**src/rtl/metasprite_record_parser_assert.svh**
```systemverilog
// assertion macros shared by the sprite-frame record parser rtl
// no dependencies; expects clk and rst_n in the including module
`ifndef METASPRITE_RECORD_PARSER_ASSERT_SVH
`define METASPRITE_RECORD_PARSER_ASSERT_SVH

// same-cycle implication, held off during reset
`define MSP_ASSERT_NOW(label, ante, cons) \
    label: assert property (@(posedge clk) disable iff (!rst_n) (ante) |-> (cons)) \
        else $error("msp assertion failed");

// next-cycle implication, held off during reset
`define MSP_ASSERT_NEXT(label, ante, cons) \
    label: assert property (@(posedge clk) disable iff (!rst_n) (ante) |=> (cons)) \
        else $error("msp assertion failed");

`endif

```
**src/rtl/msp_pkg.sv**
```systemverilog
// types and constants for the sprite-frame record parser
// no dependencies
package msp_pkg;

    // parse phases: four header bytes, then tile and attribute bytes
    typedef enum logic [2:0] {
        PH_X    = 3'd0,
        PH_Y    = 3'd1,
        PH_W    = 3'd2,
        PH_H    = 3'd3,
        PH_TILE = 3'd4,
        PH_ATTR = 3'd5
    } phase_t;

    // result kinds
    typedef enum logic [2:0] {
        KIND_HEADER      = 3'd0,
        KIND_VISIBLE     = 3'd1,
        KIND_EMPTY       = 3'd2,
        KIND_HDR_TRUNC   = 3'd3,
        KIND_BAD_SIZE    = 3'd4,
        KIND_CELLS_TRUNC = 3'd5,
        KIND_ATTR_TRUNC  = 3'd6
    } kind_t;

    // configuration register indexes
    localparam int unsigned CFG_INDEX_W = 8;
    localparam logic [CFG_INDEX_W-1:0] REG_MAX_WIDTH  = 8'd0;
    localparam logic [CFG_INDEX_W-1:0] REG_MAX_HEIGHT = 8'd1;

    // byte codes
    localparam logic [7:0] EMPTY_CELL  = 8'hFF;
    localparam logic [7:0] MAX_DIM_RST = 8'hFF;
    localparam int unsigned ATTR_FLIP_H = 6;
    localparam int unsigned ATTR_FLIP_V = 7;

    // one result
    typedef struct packed {
        kind_t      kind;
        logic [7:0] origin_x;
        logic [7:0] origin_y;
        logic [7:0] width;
        logic [7:0] height;
        logic [7:0] column;
        logic [7:0] row;
        logic [7:0] tile;
        logic [1:0] palette;
        logic       flip_h;
        logic       flip_v;
        logic       last;
    } result_t;

endpackage

```
**src/rtl/metasprite_record_parser.sv**
```systemverilog
// sprite-frame record parser: byte stream in, header and cell results out
// depends on msp_pkg and metasprite_record_parser_assert.svh
//
// usage
//   in channel: one stream byte per request (data_byte, final_byte set on the
//   last byte of the stream), valid/ready handshake
//   out channel: at most one result per byte - a header result on the height
//   byte, one result per cell on its last byte, or a coded error
//   cfg channel: cfg_index 0 writes max_width, 1 writes max_height, other
//   indexes are dropped; cfg_ready is always high
//   result: registered, so it appears on out_valid in the cycle after its byte is taken
//   throughput: one byte per cycle, set by the single phase update between
//   the input handshake and the result register
//   stall: the result register holds while out_ready is low; in_ready then
//   drops until the result is taken, and rises again in the cycle it leaves
//   reset: phase returns to the first header byte, held values clear, both
//   limits return to 255 and the error latch clears
//   after any error every further byte is taken and dropped until reset
module metasprite_record_parser
    import msp_pkg::*;
(
    input  logic                   clk,
    input  logic                   rst_n,
    // byte input
    input  logic                   in_valid,
    output logic                   in_ready,
    input  logic [7:0]             data_byte,
    input  logic                   final_byte,
    // results
    output logic                   out_valid,
    input  logic                   out_ready,
    output logic [2:0]             record_kind,
    output logic signed [7:0]      origin_x,
    output logic signed [7:0]      origin_y,
    output logic [7:0]             frame_width,
    output logic [7:0]             frame_height,
    output logic [7:0]             cell_column,
    output logic [7:0]             cell_row,
    output logic [7:0]             tile_index,
    output logic [1:0]             palette_index,
    output logic                   flip_h,
    output logic                   flip_v,
    output logic                   last_of_frame,
    // configuration writes
    input  logic                   cfg_valid,
    output logic                   cfg_ready,
    input  logic [CFG_INDEX_W-1:0] cfg_index,
    input  logic [7:0]             cfg_data
);

`include "metasprite_record_parser_assert.svh"

    phase_t     phase_reg, phase_next;
    logic [7:0] ox_reg, ox_next;
    logic [7:0] oy_reg, oy_next;
    logic [7:0] w_reg, w_next;
    logic [7:0] h_reg, h_next;
    logic [7:0] col_reg, col_next;
    logic [7:0] row_reg, row_next;
    logic [7:0] tile_reg, tile_next;
    logic       err_reg, err_next;
    logic [7:0] max_w_reg, max_h_reg;
    logic       out_valid_reg, out_valid_next;
    result_t    result_reg, res;
    logic       res_fire;

    logic       in_fire;
    logic       col_wrap;
    logic       last_cell;
    logic [7:0] col_inc;
    logic [7:0] row_inc;
    logic [7:0] adv_col;
    logic [7:0] adv_row;
    phase_t     adv_phase;
    logic       bad_size;
    logic       empty_byte;

    // handshakes
    assign in_ready  = !out_valid_reg || out_ready;
    assign in_fire   = in_valid && in_ready;
    assign cfg_ready = 1'b1;

    // cell position stepping
    assign col_inc    = col_reg + 8'd1;
    assign row_inc    = row_reg + 8'd1;
    assign col_wrap   = (col_inc == w_reg);
    assign last_cell  = col_wrap && (row_inc == h_reg);
    assign adv_col    = col_wrap ? 8'd0 : col_inc;
    assign adv_row    = last_cell ? 8'd0 : (col_wrap ? row_inc : row_reg);
    assign adv_phase  = last_cell ? PH_X : PH_TILE;
    assign empty_byte = (data_byte == EMPTY_CELL);

    // size check on the height byte
    assign bad_size = (w_reg == 8'd0) || (data_byte == 8'd0) ||
                      (w_reg > max_w_reg) || (data_byte > max_h_reg);

    // next parse state
    always_comb
    begin
        phase_next = phase_reg;
        ox_next    = ox_reg;
        oy_next    = oy_reg;
        w_next     = w_reg;
        h_next     = h_reg;
        col_next   = col_reg;
        row_next   = row_reg;
        tile_next  = tile_reg;
        err_next   = err_reg;
        if (in_fire && !err_reg)
        begin
            unique case (phase_reg) inside
                PH_X, PH_Y, PH_W:
                begin
                    if (phase_reg == PH_X)
                        ox_next = data_byte;
                    else if (phase_reg == PH_Y)
                        oy_next = data_byte;
                    else
                        w_next = data_byte;
                    if (final_byte)
                        err_next = 1'b1;
                    else
                        phase_next = phase_t'(phase_reg + 3'd1);
                end
                PH_H:
                begin
                    h_next   = data_byte;
                    col_next = 8'd0;
                    row_next = 8'd0;
                    if (bad_size || final_byte)
                        err_next = 1'b1;
                    else
                        phase_next = PH_TILE;
                end
                PH_TILE:
                begin
                    if (empty_byte)
                    begin
                        col_next   = adv_col;
                        row_next   = adv_row;
                        phase_next = adv_phase;
                        if (final_byte && !last_cell)
                            err_next = 1'b1;
                    end
                    else
                    begin
                        tile_next = data_byte;
                        if (final_byte)
                            err_next = 1'b1;
                        else
                            phase_next = PH_ATTR;
                    end
                end
                PH_ATTR:
                begin
                    col_next   = adv_col;
                    row_next   = adv_row;
                    phase_next = adv_phase;
                    if (final_byte && !last_cell)
                        err_next = 1'b1;
                end
                default:
                begin
                    phase_next = PH_X;
                end
            endcase
        end
    end

    // result for the byte being taken
    always_comb
    begin
        res_fire    = 1'b0;
        res         = '0;
        res.kind    = KIND_HEADER;
        res.origin_x = ox_reg;
        res.origin_y = oy_reg;
        res.width    = w_reg;
        res.height   = h_reg;
        res.column   = col_reg;
        res.row      = row_reg;
        if (in_fire && !err_reg)
        begin
            unique case (phase_reg) inside
                PH_X, PH_Y, PH_W:
                begin
                    if (final_byte)
                    begin
                        res_fire = 1'b1;
                        res      = '0;
                        res.kind = KIND_HDR_TRUNC;
                    end
                end
                PH_H:
                begin
                    res_fire   = 1'b1;
                    res.height = data_byte;
                    res.column = 8'd0;
                    res.row    = 8'd0;
                    if (bad_size)
                        res.kind = KIND_BAD_SIZE;
                    else if (final_byte)
                        res.kind = KIND_CELLS_TRUNC;
                    else
                        res.kind = KIND_HEADER;
                end
                PH_TILE:
                begin
                    if (empty_byte)
                    begin
                        res_fire = 1'b1;
                        if (final_byte && !last_cell)
                        begin
                            res.kind   = KIND_CELLS_TRUNC;
                            res.column = adv_col;
                            res.row    = adv_row;
                        end
                        else
                        begin
                            res.kind = KIND_EMPTY;
                            res.last = last_cell;
                        end
                    end
                    else if (final_byte)
                    begin
                        res_fire = 1'b1;
                        res.kind = KIND_ATTR_TRUNC;
                        res.tile = data_byte;
                    end
                end
                PH_ATTR:
                begin
                    res_fire = 1'b1;
                    if (final_byte && !last_cell)
                    begin
                        res.kind   = KIND_CELLS_TRUNC;
                        res.column = adv_col;
                        res.row    = adv_row;
                    end
                    else
                    begin
                        res.kind    = KIND_VISIBLE;
                        res.tile    = tile_reg;
                        res.palette = data_byte[1:0];
                        res.flip_h  = data_byte[ATTR_FLIP_H];
                        res.flip_v  = data_byte[ATTR_FLIP_V];
                        res.last    = last_cell;
                    end
                end
                default:
                begin
                    res_fire = 1'b0;
                end
            endcase
        end
    end

    // result register occupancy
    always_comb
    begin
        if (res_fire)
            out_valid_next = 1'b1;
        else if (out_ready)
            out_valid_next = 1'b0;
        else
            out_valid_next = out_valid_reg;
    end

    // parse state registers
    always_ff @(posedge clk or negedge rst_n)
    begin
        if (!rst_n)
        begin
            phase_reg     <= PH_X;
            ox_reg        <= 8'd0;
            oy_reg        <= 8'd0;
            w_reg         <= 8'd0;
            h_reg         <= 8'd0;
            col_reg       <= 8'd0;
            row_reg       <= 8'd0;
            tile_reg      <= 8'd0;
            err_reg       <= 1'b0;
            out_valid_reg <= 1'b0;
        end
        else
        begin
            phase_reg     <= phase_next;
            ox_reg        <= ox_next;
            oy_reg        <= oy_next;
            w_reg         <= w_next;
            h_reg         <= h_next;
            col_reg       <= col_next;
            row_reg       <= row_next;
            tile_reg      <= tile_next;
            err_reg       <= err_next;
            out_valid_reg <= out_valid_next;
        end
    end

    // result payload, loaded with each new result
    always_ff @(posedge clk)
    begin
        if (res_fire)
            result_reg <= res;
    end

    // limit registers
    always_ff @(posedge clk or negedge rst_n)
    begin
        if (!rst_n)
        begin
            max_w_reg <= MAX_DIM_RST;
            max_h_reg <= MAX_DIM_RST;
        end
        else if (cfg_valid && cfg_ready)
        begin
            unique case (cfg_index)
                REG_MAX_WIDTH:  max_w_reg <= cfg_data;
                REG_MAX_HEIGHT: max_h_reg <= cfg_data;
                default:        ;
            endcase
        end
    end

    // output ports
    assign out_valid     = out_valid_reg;
    assign record_kind   = result_reg.kind;
    assign origin_x      = $signed(result_reg.origin_x);
    assign origin_y      = $signed(result_reg.origin_y);
    assign frame_width   = result_reg.width;
    assign frame_height  = result_reg.height;
    assign cell_column   = result_reg.column;
    assign cell_row      = result_reg.row;
    assign tile_index    = result_reg.tile;
    assign palette_index = result_reg.palette;
    assign flip_h        = result_reg.flip_h;
    assign flip_v        = result_reg.flip_v;
    assign last_of_frame = result_reg.last;

    // checks
    `MSP_ASSERT_NEXT(a_no_result_after_error,
        err_reg && (!out_valid_reg || out_ready), !out_valid_reg)
    `MSP_ASSERT_NOW(a_cell_phase_dims_nonzero,
        phase_reg == PH_TILE || phase_reg == PH_ATTR,
        w_reg != 8'd0 && h_reg != 8'd0)
    `MSP_ASSERT_NOW(a_cell_pos_in_frame,
        phase_reg == PH_TILE || phase_reg == PH_ATTR,
        col_reg < w_reg && row_reg < h_reg)
    `MSP_ASSERT_NOW(a_header_at_origin,
        out_valid_reg && result_reg.kind == KIND_HEADER,
        result_reg.column == 8'd0 && result_reg.row == 8'd0 && !result_reg.last)

endmodule

```
**config.mk**
```make
export PLATFORM = sky130hd
export DESIGN_NAME = metasprite_record_parser
export DESIGN_NICKNAME = d
export VERILOG_FILES = /design/src/rtl/msp_pkg.sv /design/src/rtl/metasprite_record_parser.sv
export VERILOG_INCLUDE_DIRS = /design/src /design/src/rtl
export SDC_FILE = /design/constraint.sdc
export NUM_CORES = 1
export LEC_CHECK = 0
export ABC_CLOCK_PERIOD_IN_PS = 9500
export BUFFER_PORTS_ARGS = -buffer_cell sky130_fd_sc_hd__buf_2
export CAP_MARGIN = 25
export CORE_AREA = 2 2 110 154
export DETAILED_ROUTE_END_ITERATION = 16
export DIE_AREA = 0 0 112 156
export GPL_TIMING_DRIVEN = 1
export MAX_ROUTING_LAYER = met4
export PLACE_DENSITY_LB_ADDON = 0.3
export SLEW_MARGIN = 0
export SYNTH_ARGS = -nofsm -noshare
export SYNTH_HDL_FRONTEND = slang
export SYNTH_SLANG_ARGS = --single-unit
```
**constraint.sdc**
```tcl
create_clock -name clk -period 9.5 [get_ports clk]
set_input_delay 1.9 -clock clk [delete_from_list [all_inputs] [get_ports clk]]
set_output_delay 1.9 -clock clk [all_outputs]
set_load 0.02 [all_outputs]
```
; ---- Word-level counts from Yosys, hierarchy flattened
; Index checks and enable logic that the tools add are counted.
[totals]
register_bits = 141
inputBits = 30
[classes]
add_sub_neg = 3
n_lt_le_gt_ge = 2
n_eq_ne = 14
n_mux = 46
bitwise = 3
n_reduce_logical = 31
[op_table]
columns = cell, count
row1 = $pmux 8 s3, 3
row2 = $pmux 16 s4, 1
row3 = $mux 63, 1
row4 = $mux 61, 1
row5 = $mux 8, 7
row6 = $mux 3, 11
row7 = $mux 16, 2
row8 = $logic_not 8->1, 3
row9 = $mux 24, 1
row10 = $pmux 3 s4, 2
row11 = $add 8x1->8 const B, 2
row12 = $eq 8x8->1, 2
row13 = $gt 8x8->1, 2
row14 = $pmux 8 s2, 1
row15 = $mux 13, 1
row16 = $reduce_and 3->1, 4
row17 = $reduce_and 4->1, 3
row18 = $mux 1, 11
row19 = $eq 8x1->1 const B, 1
row20 = $eq 8x8->1 const B, 1
row21 = $pmux 4 s2, 1
row22 = $eq 3x2->1 const B, 2
row23 = $eq 3x3->1 const B, 2
row24 = $ne 2x2->1 const B, 3
row25 = other kinds (17), 31

; ---- Logic depth before layout (Yosys ltp)
; Gate-level depths: netlist (run 1).
[depth]
depth_word = 9
depth_mapped = 10
mapped_depth_nobuf = 9

; ---- Least setup slack after synthesis (run 1)
; No wires, ideal clock.
[synth_path]
path_kind = input to register
startpoint = in out_ready
endpoint = reg result_reg (netlist bit cell_column[0]), enable pin
setup_time_ns = 0.486
arrival_ns = 5.392
setup_slack_ns = 3.622
path_stages = 5
path_buffers = 1
cell_sequence = nand2b_1 > and3b_1 > buf_2 > nand2_1 > nor2_1
[synth_via]
elab_chain_cells = 4
[synth_rtl]
columns = element, line_no
row1 = start: declaration, metasprite_record_parser.sv:31  ; input logic out_ready,
row2 = $logic_or 1x1->1, metasprite_record_parser.sv:79  ; assign in_ready = !out_valid_reg || out_ready;
row3 = $logic_and 1x1->1, metasprite_record_parser.sv:80  ; assign in_fire = in_valid && in_ready;
row4 = $logic_and 1x1->1, metasprite_record_parser.sv:182  ; if (in_fire && !err_reg)
row5 = $mux 1, metasprite_record_parser.sv:182
row6 = end signal: assignment, metasprite_record_parser.sv:304  ; result_reg <= res;
row7 = end: declaration, metasprite_record_parser.sv:64  ; result_t result_reg, res;
; Every way passes these cells.
; A chain may end at the register's enable or synchronous reset.

; ---- Worst setup path in the final report (run 1)
[layout_path]
startpoint = in out_ready
endpoint = out in_ready
[layout_via]
elab_chain_cells = 1
[layout_rtl]
columns = element, line_no
row1 = $logic_or 1x1->1, metasprite_record_parser.sv:79
row2 = end: declaration, metasprite_record_parser.sv:26  ; output logic in_ready,
; Every way passes these cells.

==> results of run 1 <==
[cell usage after synthesis, types with 7 or more instances]
| library cell | instances | share of area [%] |
|---|---|---|
| a211oi_1 | 7 | 0.74 |
| a21o_1 | 8 | 0.85 |
| a21oi_1 | 17 | 1.2 |
| a22o_1 | 24 | 3.0 |
| a31oi_1 | 10 | 0.88 |
| and2_1 | 27 | 2.4 |
| clkbuf_1 | 15 | 0.79 |
| dfrtp_1 | 61 | 21 |
| dfstp_2 | 16 | 5.9 |
| edfxtp_1 | 64 | 27 |
| ha_1 | 23 | 4.1 |
| inv_1 | 26 | 1.4 |
| mux2_2 | 48 | 7.6 |
| nand2_1 | 45 | 2.4 |
| nand3_1 | 14 | 0.99 |
| nand4_1 | 9 | 0.79 |
| nor2_1 | 20 | 1.1 |
| nor2b_1 | 7 | 0.62 |
| nor3_1 | 10 | 0.70 |
| nor4_1 | 12 | 1.1 |
| o21ai_0 | 26 | 1.8 |
| xnor2_1 | 13 | 1.6 |
| xor2_1 | 7 | 0.86 |
[worst reg2reg max path, cell delays in order, from the launching register on]
cell       delay (ns)
dfrtp_1          0.48
ha_1             0.35
and3_4           0.23
a31o_1           0.22
a2111o_1         0.45
a2111oi_4        0.20
buf_4            0.35
nor2_1           0.23
and3_1           0.24
a221o_1          0.26
[power by group]
group	switching, mW	internal [mW]
combinational	0.344	0.245
clock	0.265	0.394
sequential	0.119	0.794
[path summary, 6_finish.rpt]
| path | to | slack [ns] | cells past startpoint |
|---|---|---|---|
| setup / recovery | in_ready | 5.24 | 3 |
| hold / removal | ox_reg[0] | 0.48 | 2 |
| setup reg to reg | cell_column[6] | 6.25 | 9 |
| hold reg to reg | ox_reg[0] | 0.48 | 2 |
| max in group asynchronous | max_h_reg[0] | 7.50 | 3 |
| min in group asynchronous | row_reg[5] | 1.38 | 2 |
[final cells by class]
| type | instances | area [um2] |
|---|---|---|
| Fill cell | 1440 | 7760 |
| Sequential cell | 141 | 3870 |
| Clock inverter | 13 | 139 |
| Tap cell | 199 | 249 |
| Timing Repair Buffer | 100 | 533 |
| Clock buffer | 19 | 443 |
| Multi-Input combinational cell | 403 | 3010 |
| Inverter | 26 | 97.6 |
[layer usage]
layer  up-vias  global-route usage (%)  part of all wire, %
met3        39                    3.85                  4.3
met1      2511                    25.0                   40
met2       152                    38.6                   53
met4         0                    7.61                  2.8
li1       2413                       -                    -
met5         -                       -                    0
[kinds of logic after synthesis]
logic type / Yosys count
DFF: 141
AOI/OAI and AO/OA: 131
adders and majority gates: 23
and+or+nand+nor: 177
xor gates and xnor gates: 20
muxes: 51
buffers and inverters: 52
other: 1
==> results.md, run 1 <==
* Status: finished, final reports clean
* Commonest non-fill, non-tap cell in the layout: buf_2
* Worst rel slew slack at 37.6%
* Placed Instances at just under 900
* Slew at the pin with the worst max-slew slack at about 0.93 ns
* Sum Neg Setup Slack at 0 ns
* Worst skew pair latency at ~0.43 ns
* Critical path's top delay family: buffers and inverters
* Vias in the first global route at roughly 5.3k
* HPWL after DPL at approximately 13000 um
* WHS at between 0.4 and 0.5 ns
* Critical Path Source: out_ready
* Post-cts repair resize count at 0
* Final Cycle Share at ~45%
* DRT iter0 DRCs at 310
* Ys flop type: edfxtp_1
* Design area at around 0.0083 mm2
* Worst vdd ir at 0.172 mV
* DP Area at about 0.0077 mm2
* Drt total wl at 18000 um
* Commonest non-fill, non-tap cells in the layout: buf_2 (95), edfxtp_1 (64), dfrtp_1 (61)
* Layout Nets at about 740
* Xor/xnor share of the synthesized area at under 10%
* Synth cell types at 68
* IO Pins at between 90 and 100
* Area grow syn2layout at 17.4%
* Core ar. at around 0.016 mm2
* Post-synth EDFFs at 64
* Final min period at 4.26 ns
* Compound-cell area share of the yosys netlist at 14.1%
* Final ANT Viol Nets at 0
* Sequential area share after synthesis at 54.5%
* Setup bufs post-CTS at 0
* GRT Total Usage at 21.8%
* Combinational family with the most area after synthesis: compound AO/OA/AOI/OAI gates
* Max Freq at 235 MHz
* Max H-tree Level at 4
* Final setup fails at 0
* DR vias/cell at around 5.7
* Mean Syn Cell Area at approximately 12 um2
* Seq cells post-synth at 141
* Layout Skew at 0.0101 ns
* Final hold viol count at 0
* Final Max Slew Viols at 0
* Crit path arrival time at approximately 2.4 ns
* Mapped cell area at ~0.0071 mm2
* Final std cells w/o fill at between 900 and 1k
* Mux cell area share after synthesis at 8.03%
* Total CTS buffers at 17
* Critical path buffer and inverter count at 2
* Die height at roughly 160 um
* Hold path startpoint: ox_reg[0]
* First-pass iteration count of the detailed router at 7
* GRT overflow at 0
* CTS max path bufs at 2
* Critical path cell sequence: buf_2 -> nand2b_1 -> buf_2
* Crit path required time at ~7.6 ns
* Reg2reg start: col_reg[0]
* Worst setup path class: in -> out
* Leakage at between 3 and 4 nW
* CTS tree: yes
* Wire per inst at around 20 um
* Starting Density at 44.1%
* Element type at the critical path end: output port
* Syn. warnings at 0
* Initial antenna violation count at 0
* Adder and majority cell fraction of the synthesized area at under 10%
* Syn nets at 649
* Total power draw at ~2.2 mW
* # diodes at 0
* Fraction of the mapped netlist area in simple logic gates at 13.6%
* Crit-path max FO at 5
* Root Driver: clkbuf_16
* First-pass GRT wire length at about 29000 um
* Clock transition at path regs at 0.06 ns
* Async SR Flop Fraction at around 55%
* CP most frequent cell: buf_2
* Number of remaining DRC errors at 0
* Startpoint types: input pin
* Hold_buf cts at 0
* Largest net degree at the start of global routing at 78
* Synthesized instance count at a little under 600
* Pwr/cell area at approximately 260 mW/mm2
* Site row count at 55
* Hold Crit Class: reg -> reg
* IO Port Bufs at 95
* Max Cap Violations at 0
* Final worst slack at 5.24 ns
* Unrepaired setup endpoints after global routing: no
* Slowest stage delay, CP at ~0.18 ns
* Final Util at 51.8%
* Die W at between 100 and 150 um
* Die area at 0.0175 mm2
* Dpl ws at 4.93 ns
* Clock sink total at 141
* Final GP Congestion at between 0.9 and 1
* Slowest-stage cell, CP: nand2b_1
* Share of layout cells above drive strength 1 at between 30% and 40%
* Vias at slightly above 5k
Power figures use the tool's default switching activity.
==> inputs of run 2 (changes only) <==
--- a/config.mk
+++ b/config.mk
@@ -6,7 +6,7 @@
 export SDC_FILE = /design/constraint.sdc
 export NUM_CORES = 1
 export LEC_CHECK = 0
-export ABC_CLOCK_PERIOD_IN_PS = 9500
+export ABC_CLOCK_PERIOD_IN_PS = 3630
 export BUFFER_PORTS_ARGS = -buffer_cell sky130_fd_sc_hd__buf_2
 export CAP_MARGIN = 25
 export CORE_AREA = 2 2 110 154
==> constraint.sdc (replaced) <==
create_clock -name clk -period 3.63 [get_ports clk]
set_input_delay 0.726 -clock clk [delete_from_list [all_inputs] [get_ports clk]]
set_output_delay 0.726 -clock clk [all_outputs]
set_load 0.02 [all_outputs]
==> run 2 against run 1 <==
- design area increased by 1.3%
- first-iteration DRC count down 13%
- combinational power rose to 2.6 times the previous value
- wire length shrank 3.1%
- non-clock buffer count up 6
- final cell count increased by 0.67%
- core utilization is 0.67 points higher
- sequential power rose to 2.6 times the previous value
==> results.md, run 2 (synthesized netlist as in run 1, its figures left out) <==
* Status: finished, final reports clean
* Design area at around 0.0085 mm2
* Site row count at 55
* Worst setup path class: reg -> reg
* FF/Latch Area at 0.00387 mm2
* Flop2flop setup slack at about 0.47 ns
* Setup bufs post-CTS at 0
* Unrepaired setup endpoints after global routing: no
* Wire per inst at approximately 19 um
* Worst rel slew slack at a little over two fifths
* Final setup fails at 0
* Critical Path Source: col_reg[0]
* GRT Total Usage at around 22%
* Core ar. at about 0.016 mm2
* Final min period at 3.16 ns
* Crit-path max FO at 11
* Layout Nets at roughly 750
* Starting Density at 44.1%
* Share of layout cells above drive strength 1 at between 30% and 40%
* Total length of routed met3 wires at approximately 790 um
* Die W at 112 um
* DRT iter0 DRCs at roughly 270
* GRT overflow at 0
* Area grow syn2layout at 19.0%
* First-pass iteration count of the detailed router at 7
* Area of the multi-input gates at 0.00301 mm2
* Max Freq at approximately 320 MHz
* Final GP Congestion at 0.973
* Largest net degree at the start of global routing at between 40 and 50
* Pwr/cell area at 687 mW/mm2
* Number of remaining DRC errors at 0
* DP Area at between 0.007 and 0.008 mm2
* IO Pins at 97
* Uppermost layer routed: met4
* Crit path required time at around 3.9 ns
* Met1 Wirelength at about 6800 um
* Element type at the critical path end: flop
* Clock sink total at around 140
* Die height at about 160 um
* Commonest non-fill, non-tap cells in the layout: buf_2 (95), edfxtp_1 (64), dfrtp_1 (61)
* First-pass GRT wire length at roughly 28000 um
* Worst vdd ir at roughly 0.36 mV
* Clock transition at path regs at around 0.060 ns
* Hold Crit Class: in -> async
* Crit path arrival time at 3.45 ns
* DR vias/cell at roughly 5.7
* Hold_buf cts at 0
* Root Driver: clkbuf_16
* # fillers at around 1.5k
* Commonest non-fill, non-tap cell in the layout: buf_2
* Max Cap Violations at 0
* CTS tree: yes
* Total CTS buffers at 17
* Startpoint types: flop
* # diodes at 0
* Leakage at between 3 and 4 nW
* Vias at ~5.2k
* Initial antenna violation count at 0
* Max H-tree Level at 4
* Worst skew pair latency at 0.43 ns
* Final ANT Viol Nets at 0
* Sum Neg Setup Slack at 0 ns
* HPWL after DPL at around 13000 um
* Post-cts repair resize count at 0
* IO Port Bufs at 95
* Layout Skew at approximately 0.0088 ns
* CTS max path bufs at 2
* Final Cycle Share at between 80 and 90%
* Vias in the first global route at between 5k and 6k
* Final Max Slew Viols at 0
* Die area at 0.0175 mm2
* Reg2reg start: col_reg[0]
* Slew at the pin with the worst max-slew slack at 0.862 ns
* Final hold viol count at 0
* WL met2 at about 9400 um
* Drt total wl at between 15000 and 20000 um
run 2: changes by cell type in the layout (fill, tap and decap cells not counted), sizes merged:
cell      previous run  this run
clkinv               7         5
inv                 28        31
buf                100       106
clkinvlp             2         0
clkbuf              19        18
bufinv               2         4
run 2: path summary, 6_finish.rpt:
| path | end | cells past startpoint |
|---|---|---|
| max in group asynchronous | col_reg[3] | 2 |
| worst max register to register | cell_column[0] | 9 |
| worst min-delay path | row_reg[6] | 1 |
| min in group clk | oy_reg[0] | 2 |
| worst max-delay path | cell_column[0] | 9 |
| worst min register to register | oy_reg[0] | 2 |
run 2: metrics by stage:
stage	hold WS, ns	worst slack (ns)	instances	power, mW	util [%]
4_1_cts	0.414	0.495	907	5.84	52.5
6_report	0.403	0.473	907	5.80	52.5
5_1_grt	0.450	0.327	907	6.11	52.5
3_3_place_gp	0.461	0.632	875	3.85	48.4
2_1_floorplan	0.430	0.687	596	3.45	-
3_5_place_dp	0.477	0.522	875	3.91	48.4
run 2: final cells by class:
class	count	share of cell area (%)
clock inverter	14	2.38
tap	199	2.95
timing repair buffer	106	6.75
multi-input combinational	403	35.7
clock buffer	18	5.33
sequential	141	45.8
inverter	26	1.15
run 2: power breakdown:
group          leakage, nW  internal (mW)  total [mW]  switching [mW]
clock                0.320           1.20        1.91           0.702
combinational         1.73          0.653        1.53           0.881
sequential            1.54           2.08        2.37           0.288
run 2: metal layers:
layer	global-route usage (%)	vias to the layer above
met3	4.70	36
met5	-	-
li1	-	2430
met1	24.6	2550
met4	8.54	0
met2	37.5	165
run 2: critical path, cell delays in order (launching register included):
cell,delay [ns]
dfrtp_1,0.48
ha_1,0.34
and3_4,0.23
a31o_1,0.21
a2111o_1,0.44
a2111oi_4,0.33
buf_4,0.29
a31oi_4,0.16
o21ai_4,0.33
mux2_2,0.22
